`config.mk`:
```
export PLATFORM = sky130hd
export DESIGN_NAME = mbd_fifo
export DESIGN_NICKNAME = d
export VERILOG_FILES = /design/src/hw/rtl/mbd_fifo.sv
export VERILOG_INCLUDE_DIRS = /design/src /design/src/hw/rtl
export SDC_FILE = /design/constraint.sdc
export NUM_CORES = 1
export LEC_CHECK = 0
export BUFFER_PORTS_ARGS = -buffer_cell sky130_fd_sc_hd__clkbuf_2
export CORE_MARGIN = 8
export CORE_UTILIZATION = 53
export CTS_BUF_LIST = sky130_fd_sc_hd__clkbuf_8
export DETAILED_ROUTE_END_ITERATION = 8
export PLACE_DENSITY = 0.88
export SKIP_LAST_GASP = 1
export SYNTH_ARGS = -nofsm -noshare
export SYNTH_HDL_FRONTEND = slang
export SYNTH_SLANG_ARGS = --single-unit
```
`constraint.sdc`:
```
create_clock -name clk -period 1.5 [get_ports clk]
set_input_delay 0.3 -clock clk [delete_from_list [all_inputs] [get_ports clk]]
set_output_delay 0.3 -clock clk [all_outputs]
set_load 0.01 [all_outputs]
```
`src/hw/rtl/assert_macros.svh`:
```
// assertion helpers, clocked on clk and disabled while rst_n is low
`ifndef ASSERT_MACROS_SVH
`define ASSERT_MACROS_SVH

// property must hold at every clock edge out of reset
`define MBD_ASSERT(lbl, prop, msg) \
  lbl: assert property (@(posedge clk) disable iff (!rst_n) prop) \
    else $error(msg);

// expression must never be true out of reset
`define MBD_NEVER(lbl, expr, msg) \
  lbl: assert property (@(posedge clk) disable iff (!rst_n) !(expr)) \
    else $error(msg);

`endif

```
`src/hw/rtl/mbd_fifo.sv`:
```
`include "assert_macros.svh"

module mbd_fifo #(
  parameter int WIDTH = 8,
  parameter int DEPTH = 4
) (
  input  logic             clk,
  input  logic             rst_n,
  input  logic             push,
  input  logic [WIDTH-1:0] wdata,
  input  logic             pop,
  output logic [WIDTH-1:0] rdata,
  output logic             full,
  output logic             empty
);

  localparam int PW = (DEPTH > 1) ? $clog2(DEPTH) : 1;

  logic [WIDTH-1:0] mem_r [DEPTH];
  logic [PW-1:0]    wr_ptr_r, wr_ptr_nxt;
  logic [PW-1:0]    rd_ptr_r, rd_ptr_nxt;
  logic [PW:0]      cnt_r, cnt_nxt;

  always_comb begin
    wr_ptr_nxt = wr_ptr_r;
    rd_ptr_nxt = rd_ptr_r;
    cnt_nxt    = cnt_r;
    if (push) begin
      wr_ptr_nxt = (wr_ptr_r == PW'(DEPTH - 1)) ? '0 : wr_ptr_r + PW'(1);
    end
    if (pop) begin
      rd_ptr_nxt = (rd_ptr_r == PW'(DEPTH - 1)) ? '0 : rd_ptr_r + PW'(1);
    end
    if (push && !pop) begin
      cnt_nxt = cnt_r + (PW+1)'(1);
    end else if (!push && pop) begin
      cnt_nxt = cnt_r - (PW+1)'(1);
    end
  end

  always_ff @(posedge clk) begin
    if (!rst_n) begin
      wr_ptr_r <= '0;
      rd_ptr_r <= '0;
      cnt_r    <= '0;
    end else begin
      wr_ptr_r <= wr_ptr_nxt;
      rd_ptr_r <= rd_ptr_nxt;
      cnt_r    <= cnt_nxt;
    end
  end

  always_ff @(posedge clk) begin
    if (push) begin
      mem_r[wr_ptr_r] <= wdata;
    end
  end

  assign rdata = mem_r[rd_ptr_r];
  assign full  = (cnt_r == (PW+1)'(DEPTH));
  assign empty = (cnt_r == '0);

  `MBD_NEVER(a_fifo_no_overflow, push && full && !pop, "queue written while full")
  `MBD_NEVER(a_fifo_no_underflow, pop && empty, "queue read while empty")

endmodule

```
==> results.tsv <==
stage	metric	value	unit
status	status	finished, violations left	
status	violated checks	negative setup slack	
placed_design	placed cells	146	
final_layout	nets@finish	139	
synthesis	top cell type's share of synthesized area	59.5	%
routing	DRT iter0 DRCs	18	
routing	Vias	823	
critical_path	R2R setup slack	0.07	ns
final_layout	Finished Layout Cells	154	
pwr	IR drop worst, VDD	661	uV
routing	Routed WL	2.50	mm
synthesis	most common cell in the netlist	edfxtp_1	
clock_network	Worst-Skew Late Latency	0.28	ns
die	die area	0.00507	sq mm
clock_network	postcts setup bufs	0	
critical_path	reg2reg path depth	4	
routing	Avg WL per Cell	16.2	um
synthesis	mean post-synth cell area	18.8	sq um
global_route	Global Route Usage Sum	11.3	%
die	Die X	71.2	um
clock_network	CTS tree	built	
die	Core Region	0.00298	sq mm
synthesis	Yosys cell types	20	
final_layout	area of the multi-input gates	458	sq um
routing	DR vias/cell	5.34	
placed_design	pre-CTS WS	-0.217	ns
clock_network	Reg clk slew, reported paths	0.07	ns
timing	minimum clock period after layout	1.70	ns
timing	Worst Skew	0.00605	ns
global_route	vias in the first global route	916	
pwr	Int Pwr	1.77	mW
pwr	Net Sw Frac	22.5	%
routing	Remaining DRCs	0	
pwr	logic gate share of total power	13.8	%
clock_network	TritonCTS Buffers	5	
pwr	Sequential Power Share	58.0	%
die	row count	20	
final_layout	Layout fillers	206	
timing	Final Setup Violations	8	
synthesis	largest cells by area after synthesis	edfxtp_1 (59%), dfxtp_1 (11%), mux4_2 (11%), ha_1 (4.6%), mux2i_1 (2.5%)	
timing	crit share post-route	114	%
routing	1st-pass router iterations	4	
critical_path	critical path arrival	1.40	ns
synthesis	Synth Instances	86	
pwr	Clk pwr share	28.2	%
placed_design	DP HPWL	1.87	mm
global_route	initial antenna violation count	0	
timing	Hold Fails Final Rpt	0	
synthesis	EDFF count, synth	32	
die	Die Ht	71.2	um
pwr	PwrDens	1190	mW/mm^2
timing	Rel. slew slack	72.2	%
placed_design	Port Buffer Count	21	
critical_path	CP Launch Type	flop	
placed_design	RD Place Congestion	0.618	
critical_path	reg2reg start	cnt_r[0]$_SDFFE_PN0P_	
pwr	Net Sw Power	516	uW
global_route	GR Overflow Total	0	
synthesis	share of synthesized flip-flops with an asynchronous set or reset	0	%
final_layout	antenna cells	0	
critical_path	Worst Setup End Kind	output port	
timing	RSZ-0062 raised after global routing	yes	
global_route	global-route wire length before repair	4.23	mm
routing	number of routed nets with antenna violations	0	
final_layout	Reg area	0.00114	sq mm
timing	fmax	0.587	GHz
synthesis	#FFs+latches synth	41	
pwr	Tot Pwr	2.29	mW
synthesis	Commonest cells post-synth	edfxtp_1 (32), dfxtp_1 (9), mux4_2 (8)	
die	Starting Density	54.2	%
flow_run	max_cap viols	0	
timing	Max Slew Vio Count	0	
clock_network	root buf cell	clkbuf_8	
pwr	Leak	0.725	nW
min_path	worst hold path class	in2reg	
synthesis	top_reg_cell synth	edfxtp_1	
synthesis	area leader, netlist	edfxtp_1	
synthesis	synthesized area	0.00162	sq mm
timing	worst slew pin tran	0.417	ns
critical_path	largest fanout on the critical path	8	
timing	setup_tns	-1.52	ns
critical_path	Data required, critical path	1.20	ns
final_layout	share of cells above drive strength 1	40.5	%
critical_path	Worst setup endpoint	rdata[0]	
synthesis	Synthesized Nets	105	
synthesis	post-synthesis sequential area ratio	70.6	%
critical_path	Reg-to-Reg End	cnt_r[2]$_SDFFE_PN0P_	
clock_network	H-Tree Level Count	2	
critical_path	Worst Setup Path Type	reg2out	
clock_network	clk buf depth	2	
clock_network	total clock sinks	41	
min_path	HP Start	wdata[2]	
final_layout	Area Growth Syn to Fin	19.4	%
die	io pins	22	
timing	Setup WS post-layout	-0.203	ns
synthesis	Yosys warning count	0	
final_layout	final core utilization	64.8	%
global_route	pin count of the biggest net entering global routing	13	
stage by stage:
| stage | area, sq um | hold WS (ns) |
|---|---|---|
| 2_1_floorplan | 1630 | 0.399 |
| 4_1_cts | 1920 | 0.226 |
| 3_3_place_gp | 1830 | 0.481 |
| 3_5_place_dp | 1830 | 0.525 |
| 5_1_grt | 1930 | 0.216 |
| 6_report | 1930 | 0.232 |
how the worst min path moves through the flow:
| stage | to | cells past startpoint |
|---|---|---|
| global route | mem_r[0][2]$_DFFE_PP_ | 1 |
| finish | mem_r[0][2]$_DFFE_PP_ | 1 |
| global placement | cnt_r[2]$_SDFFE_PN0P_ | 2 |
| detailed placement | mem_r[0][3]$_DFFE_PP_ | 1 |
| floorplan | mem_r[0][0]$_DFFE_PP_ | 0 |
| CTS | mem_r[2][1]$_DFFE_PP_ | 1 |
metal layers:
layer	wire (um)	track usage, %
met1	1010	11.7
met2	1300	18.9
met3	139	6.07
met4	40	4.16
met5	0	0
power groups by stage:
stage          sequential, mW  combinational (mW)  clock [mW]
2_1_floorplan            1.34               0.188           0
3_3_place_gp             1.35               0.295           0
3_5_place_dp             1.35               0.312           0
4_1_cts                  1.33               0.313       0.667
5_1_grt                  1.34               0.350       0.724
6_report                 1.33               0.316       0.646
final cells by class:
cell class                 count  area share, %
timing repair buffer          29           9.86
sequential                    41           59.3
clock buffer                   5           3.57
tap                           33           2.14
inverter                       4          0.778
multi-input combinational     39           23.7
clock inverter                 3          0.649
sequential cells by signal (all words and copies together), names as in the netlist, named ones only:
name      count
cnt_r         3
mem_r        32
rd_ptr_r      2
wr_ptr_r      2
critical path, cell delays in order, from the launching register on:
cell and delay [ns]:
dfxtp_2 0.34, buf_12 0.13, mux4_2 0.51, clkbuf_2 0.14
cells by family (layout without fill, tap and decap cells):
family          after synthesis  count (layout)  share of synthesized area (%)
compound gates                3               3                           1.24
xor+xnor                      2               2                           1.08
fa+ha+maj                     7               7                           5.89
buf+inv                       6              41                           1.94
flops                        41              41                           70.6
mux                          12              12                           13.6
simple gates                 15              15                           5.58
layout by cell type, fill, tap and decap left out, drive strengths merged, types with 2 or more instances in the layout:
master / instances
edfxtp: 32
clkbuf: 24
buf: 10
dfxtp: 9
mux4: 8
ha: 6
and2: 5
nor2b: 5
mux2i: 4
inv: 4
clkinv: 3
nor3: 2
what timing repair did:
action	CTS	global route
hold buffers	0	0
resized for setup	1	5
setup endpoints to repair	8	9
Note: power is estimated with default switching activity, not from simulation.
