==> src/hw/rtl/assert_macros.svh <==
// assertion helpers, clocked on clk and disabled while rst_n is low
`ifndef ASSERT_MACROS_SVH
`define ASSERT_MACROS_SVH

// property must hold at every clock edge out of reset
`define MBD_ASSERT(lbl, prop, msg) \
  lbl: assert property (@(posedge clk) disable iff (!rst_n) prop) \
    else $error(msg);

// expression must never be true out of reset
`define MBD_NEVER(lbl, expr, msg) \
  lbl: assert property (@(posedge clk) disable iff (!rst_n) !(expr)) \
    else $error(msg);

`endif

==> src/hw/rtl/mbd_pkg.sv <==
package mbd_pkg;

  localparam int CFG_IDX_W   = 2;
  localparam int CFG_DATA_W  = 13;
  localparam int CHAN_W      = 8;
  localparam int SUM_W       = 10;
  localparam int COORD_W     = 11;
  localparam int ROW_W       = 12;
  localparam int MAX_SRC_HEIGHT = 4096;
  localparam int RESET_SIZE  = 256;
  localparam int QUEUE_DEPTH = 4;
  localparam int IN_TDATA_W  = 32;
  localparam int OUT_PIX_W   = 32;
  localparam int OUT_TDATA_W = 56;

  localparam logic [CFG_IDX_W-1:0] REG_SRC_WIDTH  = CFG_IDX_W'(0);
  localparam logic [CFG_IDX_W-1:0] REG_SRC_HEIGHT = CFG_IDX_W'(1);

  // what the back end does with one queued word
  typedef struct packed {
    logic emit;       // odd row: produce an output pixel, else store the pair sum
    logic copy;       // last output row, if not also the first: repeat the stored first row
    logic first_col;
    logic last_col;
    logic first_row;
    logic done;
  } op_ctl_t;

endpackage

==> src/hw/rtl/mbd_front.sv <==
module mbd_front #(
  parameter int MAX_SRC_WIDTH = 4096,
  parameter int CHANNELS      = 4,
  parameter int LW            = 11
) (
  input  logic                           clk,
  input  logic                           rst_n,
  input  logic                           cfg_we,
  input  logic [mbd_pkg::CFG_IDX_W-1:0]  cfg_addr,
  input  logic [mbd_pkg::CFG_DATA_W-1:0] cfg_wdata,
  input  logic                           in_tvalid,
  output logic                           in_tready,
  input  logic [mbd_pkg::IN_TDATA_W-1:0] in_tdata,
  input  logic                           q_full,
  output logic                           push,
  output mbd_pkg::op_ctl_t               op_ctl,
  output logic [LW-1:0]                  op_ox,
  output logic [mbd_pkg::COORD_W-1:0]    op_oy,
  output logic [CHANNELS*mbd_pkg::SUM_W-1:0] op_pair,
  output logic                           restart
);

  localparam int XW     = ($clog2(MAX_SRC_WIDTH) > LW) ? $clog2(MAX_SRC_WIDTH) : LW + 1;
  localparam int WW     = $clog2(MAX_SRC_WIDTH + 1);
  localparam int CW     = (WW > mbd_pkg::CFG_DATA_W) ? WW : mbd_pkg::CFG_DATA_W;
  localparam int HW     = mbd_pkg::CFG_DATA_W;
  localparam int PIX_W  = CHANNELS * mbd_pkg::CHAN_W;
  localparam int RST_W  = (mbd_pkg::RESET_SIZE > MAX_SRC_WIDTH) ? MAX_SRC_WIDTH
                                                                : mbd_pkg::RESET_SIZE;
  localparam int RST_H  = mbd_pkg::RESET_SIZE;

  // sizes kept in the forms the counters compare against
  logic [XW-1:0]                 w_last_r, w_last_nxt;
  logic [WW-1:0]                 w_even_r, w_even_nxt;
  logic [LW-1:0]                 w2m1_r, w2m1_nxt;
  logic [mbd_pkg::ROW_W-1:0]     h_last_r, h_last_nxt;
  logic [mbd_pkg::ROW_W:0]       h_even_r, h_even_nxt;
  logic [mbd_pkg::COORD_W-1:0]   h2m1_r, h2m1_nxt;

  logic [XW-1:0]                 x_r, x_nxt;
  logic [mbd_pkg::ROW_W-1:0]     y_r, y_nxt;
  logic [PIX_W-1:0]              left_r, left_nxt;

  logic [CW-1:0]                 wval, wclamp;
  logic [HW-1:0]                 hval, hclamp;
  logic                          wr_width, wr_height;
  logic                          accept, kept, last_row;
  logic [PIX_W-1:0]              pix;

  assign wr_width  = cfg_we && (cfg_addr == mbd_pkg::REG_SRC_WIDTH);
  assign wr_height = cfg_we && (cfg_addr == mbd_pkg::REG_SRC_HEIGHT);
  assign restart   = wr_width || wr_height;

  always_comb begin
    wval   = CW'(cfg_wdata);
    wclamp = (wval < CW'(2)) ? CW'(2) :
             (wval > CW'(MAX_SRC_WIDTH)) ? CW'(MAX_SRC_WIDTH) : wval;
    hval   = cfg_wdata;
    hclamp = (hval < HW'(2)) ? HW'(2) :
             (hval > HW'(mbd_pkg::MAX_SRC_HEIGHT)) ? HW'(mbd_pkg::MAX_SRC_HEIGHT) : hval;
    w_last_nxt = XW'(wclamp - CW'(1));
    w_even_nxt = WW'({wclamp[CW-1:1], 1'b0});
    w2m1_nxt   = LW'(wclamp[CW-1:1] - (CW-1)'(1));
    h_last_nxt = mbd_pkg::ROW_W'(hclamp - HW'(1));
    h_even_nxt = (mbd_pkg::ROW_W+1)'({hclamp[HW-1:1], 1'b0});
    h2m1_nxt   = mbd_pkg::COORD_W'(hclamp[HW-1:1] - (HW-1)'(1));
  end

  always_ff @(posedge clk) begin
    if (!rst_n) begin
      w_last_r <= XW'(RST_W - 1);
      w_even_r <= WW'((RST_W / 2) * 2);
      w2m1_r   <= LW'(RST_W / 2 - 1);
      h_last_r <= mbd_pkg::ROW_W'(RST_H - 1);
      h_even_r <= (mbd_pkg::ROW_W+1)'((RST_H / 2) * 2);
      h2m1_r   <= mbd_pkg::COORD_W'(RST_H / 2 - 1);
    end else begin
      if (wr_width) begin
        w_last_r <= w_last_nxt;
        w_even_r <= w_even_nxt;
        w2m1_r   <= w2m1_nxt;
      end
      if (wr_height) begin
        h_last_r <= h_last_nxt;
        h_even_r <= h_even_nxt;
        h2m1_r   <= h2m1_nxt;
      end
    end
  end

  assign in_tready = !q_full;
  assign accept    = in_tvalid && in_tready;
  assign pix       = in_tdata[PIX_W-1:0];

  // odd last column or row falls outside the kept area
  assign kept = (CW'(x_r) < CW'(w_even_r)) && ({1'b0, y_r} < h_even_r);

  assign op_ox = x_r[LW:1];
  assign op_oy = y_r[mbd_pkg::ROW_W-1:1];

  for (genvar c = 0; c < CHANNELS; c++) begin : g_pair
    assign op_pair[c*mbd_pkg::SUM_W +: mbd_pkg::SUM_W] =
        mbd_pkg::SUM_W'(left_r[c*mbd_pkg::CHAN_W +: mbd_pkg::CHAN_W]) +
        mbd_pkg::SUM_W'(pix[c*mbd_pkg::CHAN_W +: mbd_pkg::CHAN_W]);
  end

  assign last_row = (op_oy == h2m1_r);

  always_comb begin
    op_ctl.emit      = y_r[0];
    op_ctl.copy      = last_row && (h2m1_r != '0);
    op_ctl.first_col = (op_ox == '0);
    op_ctl.last_col  = (op_ox == w2m1_r);
    op_ctl.first_row = (op_oy == '0);
    op_ctl.done      = (op_ox == w2m1_r) && last_row;
  end

  assign push = accept && kept && x_r[0];

  always_comb begin
    x_nxt    = x_r;
    y_nxt    = y_r;
    left_nxt = left_r;
    if (restart) begin
      x_nxt    = '0;
      y_nxt    = '0;
      left_nxt = '0;
    end else if (accept) begin
      if (kept && !x_r[0]) begin
        left_nxt = pix;
      end
      if (x_r == w_last_r) begin
        x_nxt = '0;
        y_nxt = (y_r == h_last_r) ? '0 : y_r + mbd_pkg::ROW_W'(1);
      end else begin
        x_nxt = x_r + XW'(1);
      end
    end
  end

  always_ff @(posedge clk) begin
    if (!rst_n) begin
      x_r    <= '0;
      y_r    <= '0;
      left_r <= '0;
    end else begin
      x_r    <= x_nxt;
      y_r    <= y_nxt;
      left_r <= left_nxt;
    end
  end

endmodule

==> config.mk <==
export PLATFORM = sky130hd
export DESIGN_NAME = mbd_front
export DESIGN_NICKNAME = d
export VERILOG_FILES = /design/src/hw/rtl/assert_macros.svh /design/src/hw/rtl/mbd_pkg.sv /design/src/hw/rtl/mbd_front.sv
export SDC_FILE = /design/constraint.sdc
export NUM_CORES = 1
export LEC_CHECK = 0
export ABC_CLOCK_PERIOD_IN_PS = 2500
export BUFFER_PORTS_ARGS = -buffer_cell sky130_fd_sc_hd__buf_2
export CAP_MARGIN = 20
export CELL_PAD_IN_SITES_DETAIL_PLACEMENT = 0
export CELL_PAD_IN_SITES_GLOBAL_PLACEMENT = 2
export CORE_UTILIZATION = 34
export DETAILED_ROUTE_END_ITERATION = 10
export HOLD_SLACK_MARGIN = 0.12
export PLACE_DENSITY_LB_ADDON = 0.1
export SKIP_CTS_REPAIR_TIMING = 1
export SYNTH_ARGS = -nofsm -noshare
export SYNTH_HDL_FRONTEND = slang
export SYNTH_SLANG_ARGS = --single-unit
==> constraint.sdc <==
create_clock -name clk -period 2.5 [get_ports clk]
set_input_delay 0.125 -clock clk [delete_from_list [all_inputs] [get_ports clk]]
set_output_delay 0.125 -clock clk [all_outputs]
set_load 0.02 [all_outputs]
==> impl_metrics.toml <==
[synthesis]
avgSynthCellArea_um2 = 8.12
synth-seq-area-share_pct = 32.6
async_reset_ff_share_pct = 0
ys_types = 56
synth_area_mm2 = 0.00774
yosys.area.top_type = "dfxtp_1"
synth_common_cells = "nand2_1, dfxtp_1, nor2_1, xnor2_1, ha_1"
synth_ff_type = "dfxtp_1"
synth_top_area_share_pct = 32.6
netlist_instances = 953
yosysMostFrequentCell = "nand2_1"
synth_edf_count = 0
synth-seq-cells = 126
yosysWarnings = 0
synth_area_leaders = "dfxtp_1, ha_1, nand2_1, xnor2_1, mux2i_1"

[route]
avgViaCountPerCell = 4.77
via_count = 6638
firstDrtPassIters = 4
met1_length_um = 10900
drt_iter0_markers = 308
met3_length_um = 782
wl_per_cell_um = 15.6
highest_layer = "met4"
drc_errors = 0
ant_nets = 0
wl_um = 21700
route.met2.wl_um = 9800

[power_and_ir_drop]
p_leak_nw = 4.26
power_density_mw_per_mm2 = 585
p_total_mw = 5.74
peakVddDrop_uv = 375

[job]
maxCapViolCount = 0

[min_path]
holdPathStages = 3
min_from = "cfg_addr[0]"
hold_path_end = "h2m1_r[7]"
hold_path_class = "in -> reg"

[sta]
slew_headroom_pct = 54.3
final_max_slew_viol_count = 0
final-setup-viol-count = 0
hold_viol = 0
whs_ns = 0.128
fin_worst_skew_ns = 0.0117
fmax_mhz = 420
setup_ws_ns = 0.118
min_period_ns = 2.38
finalCritPeriodShare_pct = 95.3
worstMarginPinSlew_ns = 0.686

[outcome]
outcome = "finished, final reports clean"

[final_layout]
layout-drive-gt1-share_pct = 19.9
area_delta_synth_final_pct = 26.8
antenna_cells = 0
nets = 1213
fin_util_pct = 44.4

[grt]
grt.overflow.total = 0
grt_max_degree = 73
grt_pass1_vias = 6391
grt_pass1_wl_um = 34800
grt_usage_pct = 19.1
grt_antenna_before_repair = 0

[cts]
cts_buffers = 17
cts_root_buf = "clkbuf_16"
cts_max_level = 4
insertion_delay_ns = 0.43
cts.clk_slew.worst_paths_ns = 0.06
clock_path_buffers = 2
tritoncts = "yes"
cts_sinks = 126

[floorplan]
fp.dieW_um = 153
std_cell_rows = 54
core_mm2 = 0.0221
num_io_pins = 123
die_y_um = 153
start_util_pct = 35.0
die-area_mm2 = 0.0234

[critical_path]
slowest_delay_ns = 0.52
critical-path-top-delay-family = "simple AND/OR/NAND/NOR gates"
path_max_fanout = 6
rrSetupSlack_ns = 0.29
path_class = "reg -> out"
reg2reg_from = "y_r[3]"
rr_worst_depth = 9
crit_path_end_kind = "output port"
rr_endpoint = "left_r[6]"
cp-start-kind = "flip-flop"
cp_num_buf_inv = 1
cp_slowest_cell = "nor3_1"
crit_arrival_ns = 2.26
cp.required_ns = 2.38
path_cells = "ha_1 > nand4b_1 > nor3_1 > o2bb2ai_4 > nor3_2 > buf_4"

[placed_design]
gp_congestion = 0.807
pre_cts_ws_ns = 0.0435
io_buffers = 118
dp_hpwl_um = 16200
[worst max-delay path by stage]
stage,startpoint,endpoint,slack [ns],depth (start not counted)
finish,x_r[10],push,0.12,6
global route,left_r[25],op_pair[37],-0.04,7
CTS,h_even_r[3],push,-0.19,9
detailed placement,h_even_r[3],left_r[21],0.04,10
global placement,h_even_r[3],left_r[5],0.10,10
floorplan,cfg_wdata[2],w_last_r[5],0.38,11
[power by group]
| part | internal, mW | switching [mW] |
|---|---|---|
| clock | 1.77 | 0.964 |
| combinational | 0.370 | 0.510 |
| sequential | 2.08 | 0.0510 |
| total | 4.22 | 1.52 |
[kinds of logic (layout without fill, tap and decap cells)]
group	after synthesis	in the layout	share of synthesized area [%]
AND/OR/NAND/NOR	353	353	21.3
XOR/XNOR	98	98	11.1
AO/OA/AOI/OAI	165	165	13.7
flip-flops	126	126	32.6
adder cells (fa/ha/maj)	61	61	10.2
multiplexers	33	33	4.27
buffers and inverters	116	273	6.72
other	1	4	0.0484
[worst reg2reg max path: cells and delay by family, from the launching register on]
family	cells	cell delay, ns
flip-flops	1	0.38
AO/OA/AOI/OAI	4	0.63
AND/OR/NAND/NOR	1	0.20
multiplexers	1	0.24
buffers and inverters	2	0.46
adder cells (fa/ha/maj)	1	0.22
[area by class of cell]
cell class	instances	area (um2)
tap	280	350
timing repair buffer	198	1320
inverter	43	161
multi-input combinational	714	4820
clock inverter	14	216
clock buffer	18	429
sequential	126	2520
fill	2294	12300
[state kept, by name, summed over array words and instances (netlist names)]
register,count
h2m1_r,11
h_even_r,12
h_last_r,12
left_r,32
w2m1_r,11
w_even_r,12
w_last_r,12
x_r,12
y_r,12
[per-layer routing]
layer / up-vias / GRT usage (%)
met5: - / 0
met2: 127 / 30.5
met3: 15 / 3.97
met1: 2987 / 26.0
met4: 0 / 5.00
li1: 3509 / -
[cell usage in the layout, fill, tap and decap left out, types with 4 or more instances in the layout]
cell,count
nand2b_1,14
clkbuf_16,17
a21o_1,11
xor2_1,32
buf_2,115
nand2_1,165
ha_1,55
o41ai_2,4
nand3_1,13
o211ai_1,24
o21ai_1,8
nand4_1,18
dfxtp_1,125
clkinvlp_4,4
nor2b_1,21
a21oi_1,37
mux2i_1,33
xnor2_1,66
nor2_1,66
and2_1,10
a21oi_2,4
dlygate4sd3_1,32
conb_1,4
buf_4,48
a21boi_0,20
nor4_1,12
nor3_1,13
and3_1,5
o21ai_0,33
inv_1,43
bufinv_16,5
[through the flow]
stage / TNS, ns / cells / area [um2]
after floorplan: 0 / 956 / 7750
after global placement: 0 / 1328 / 8730
after detailed placement: 0 / 1328 / 8730
after CTS: -0.202 / 1360 / 9380
after global routing: -0.0762 / 1393 / 9810
final: 0 / 1393 / 9810
(Power assumes the default switching activity.)
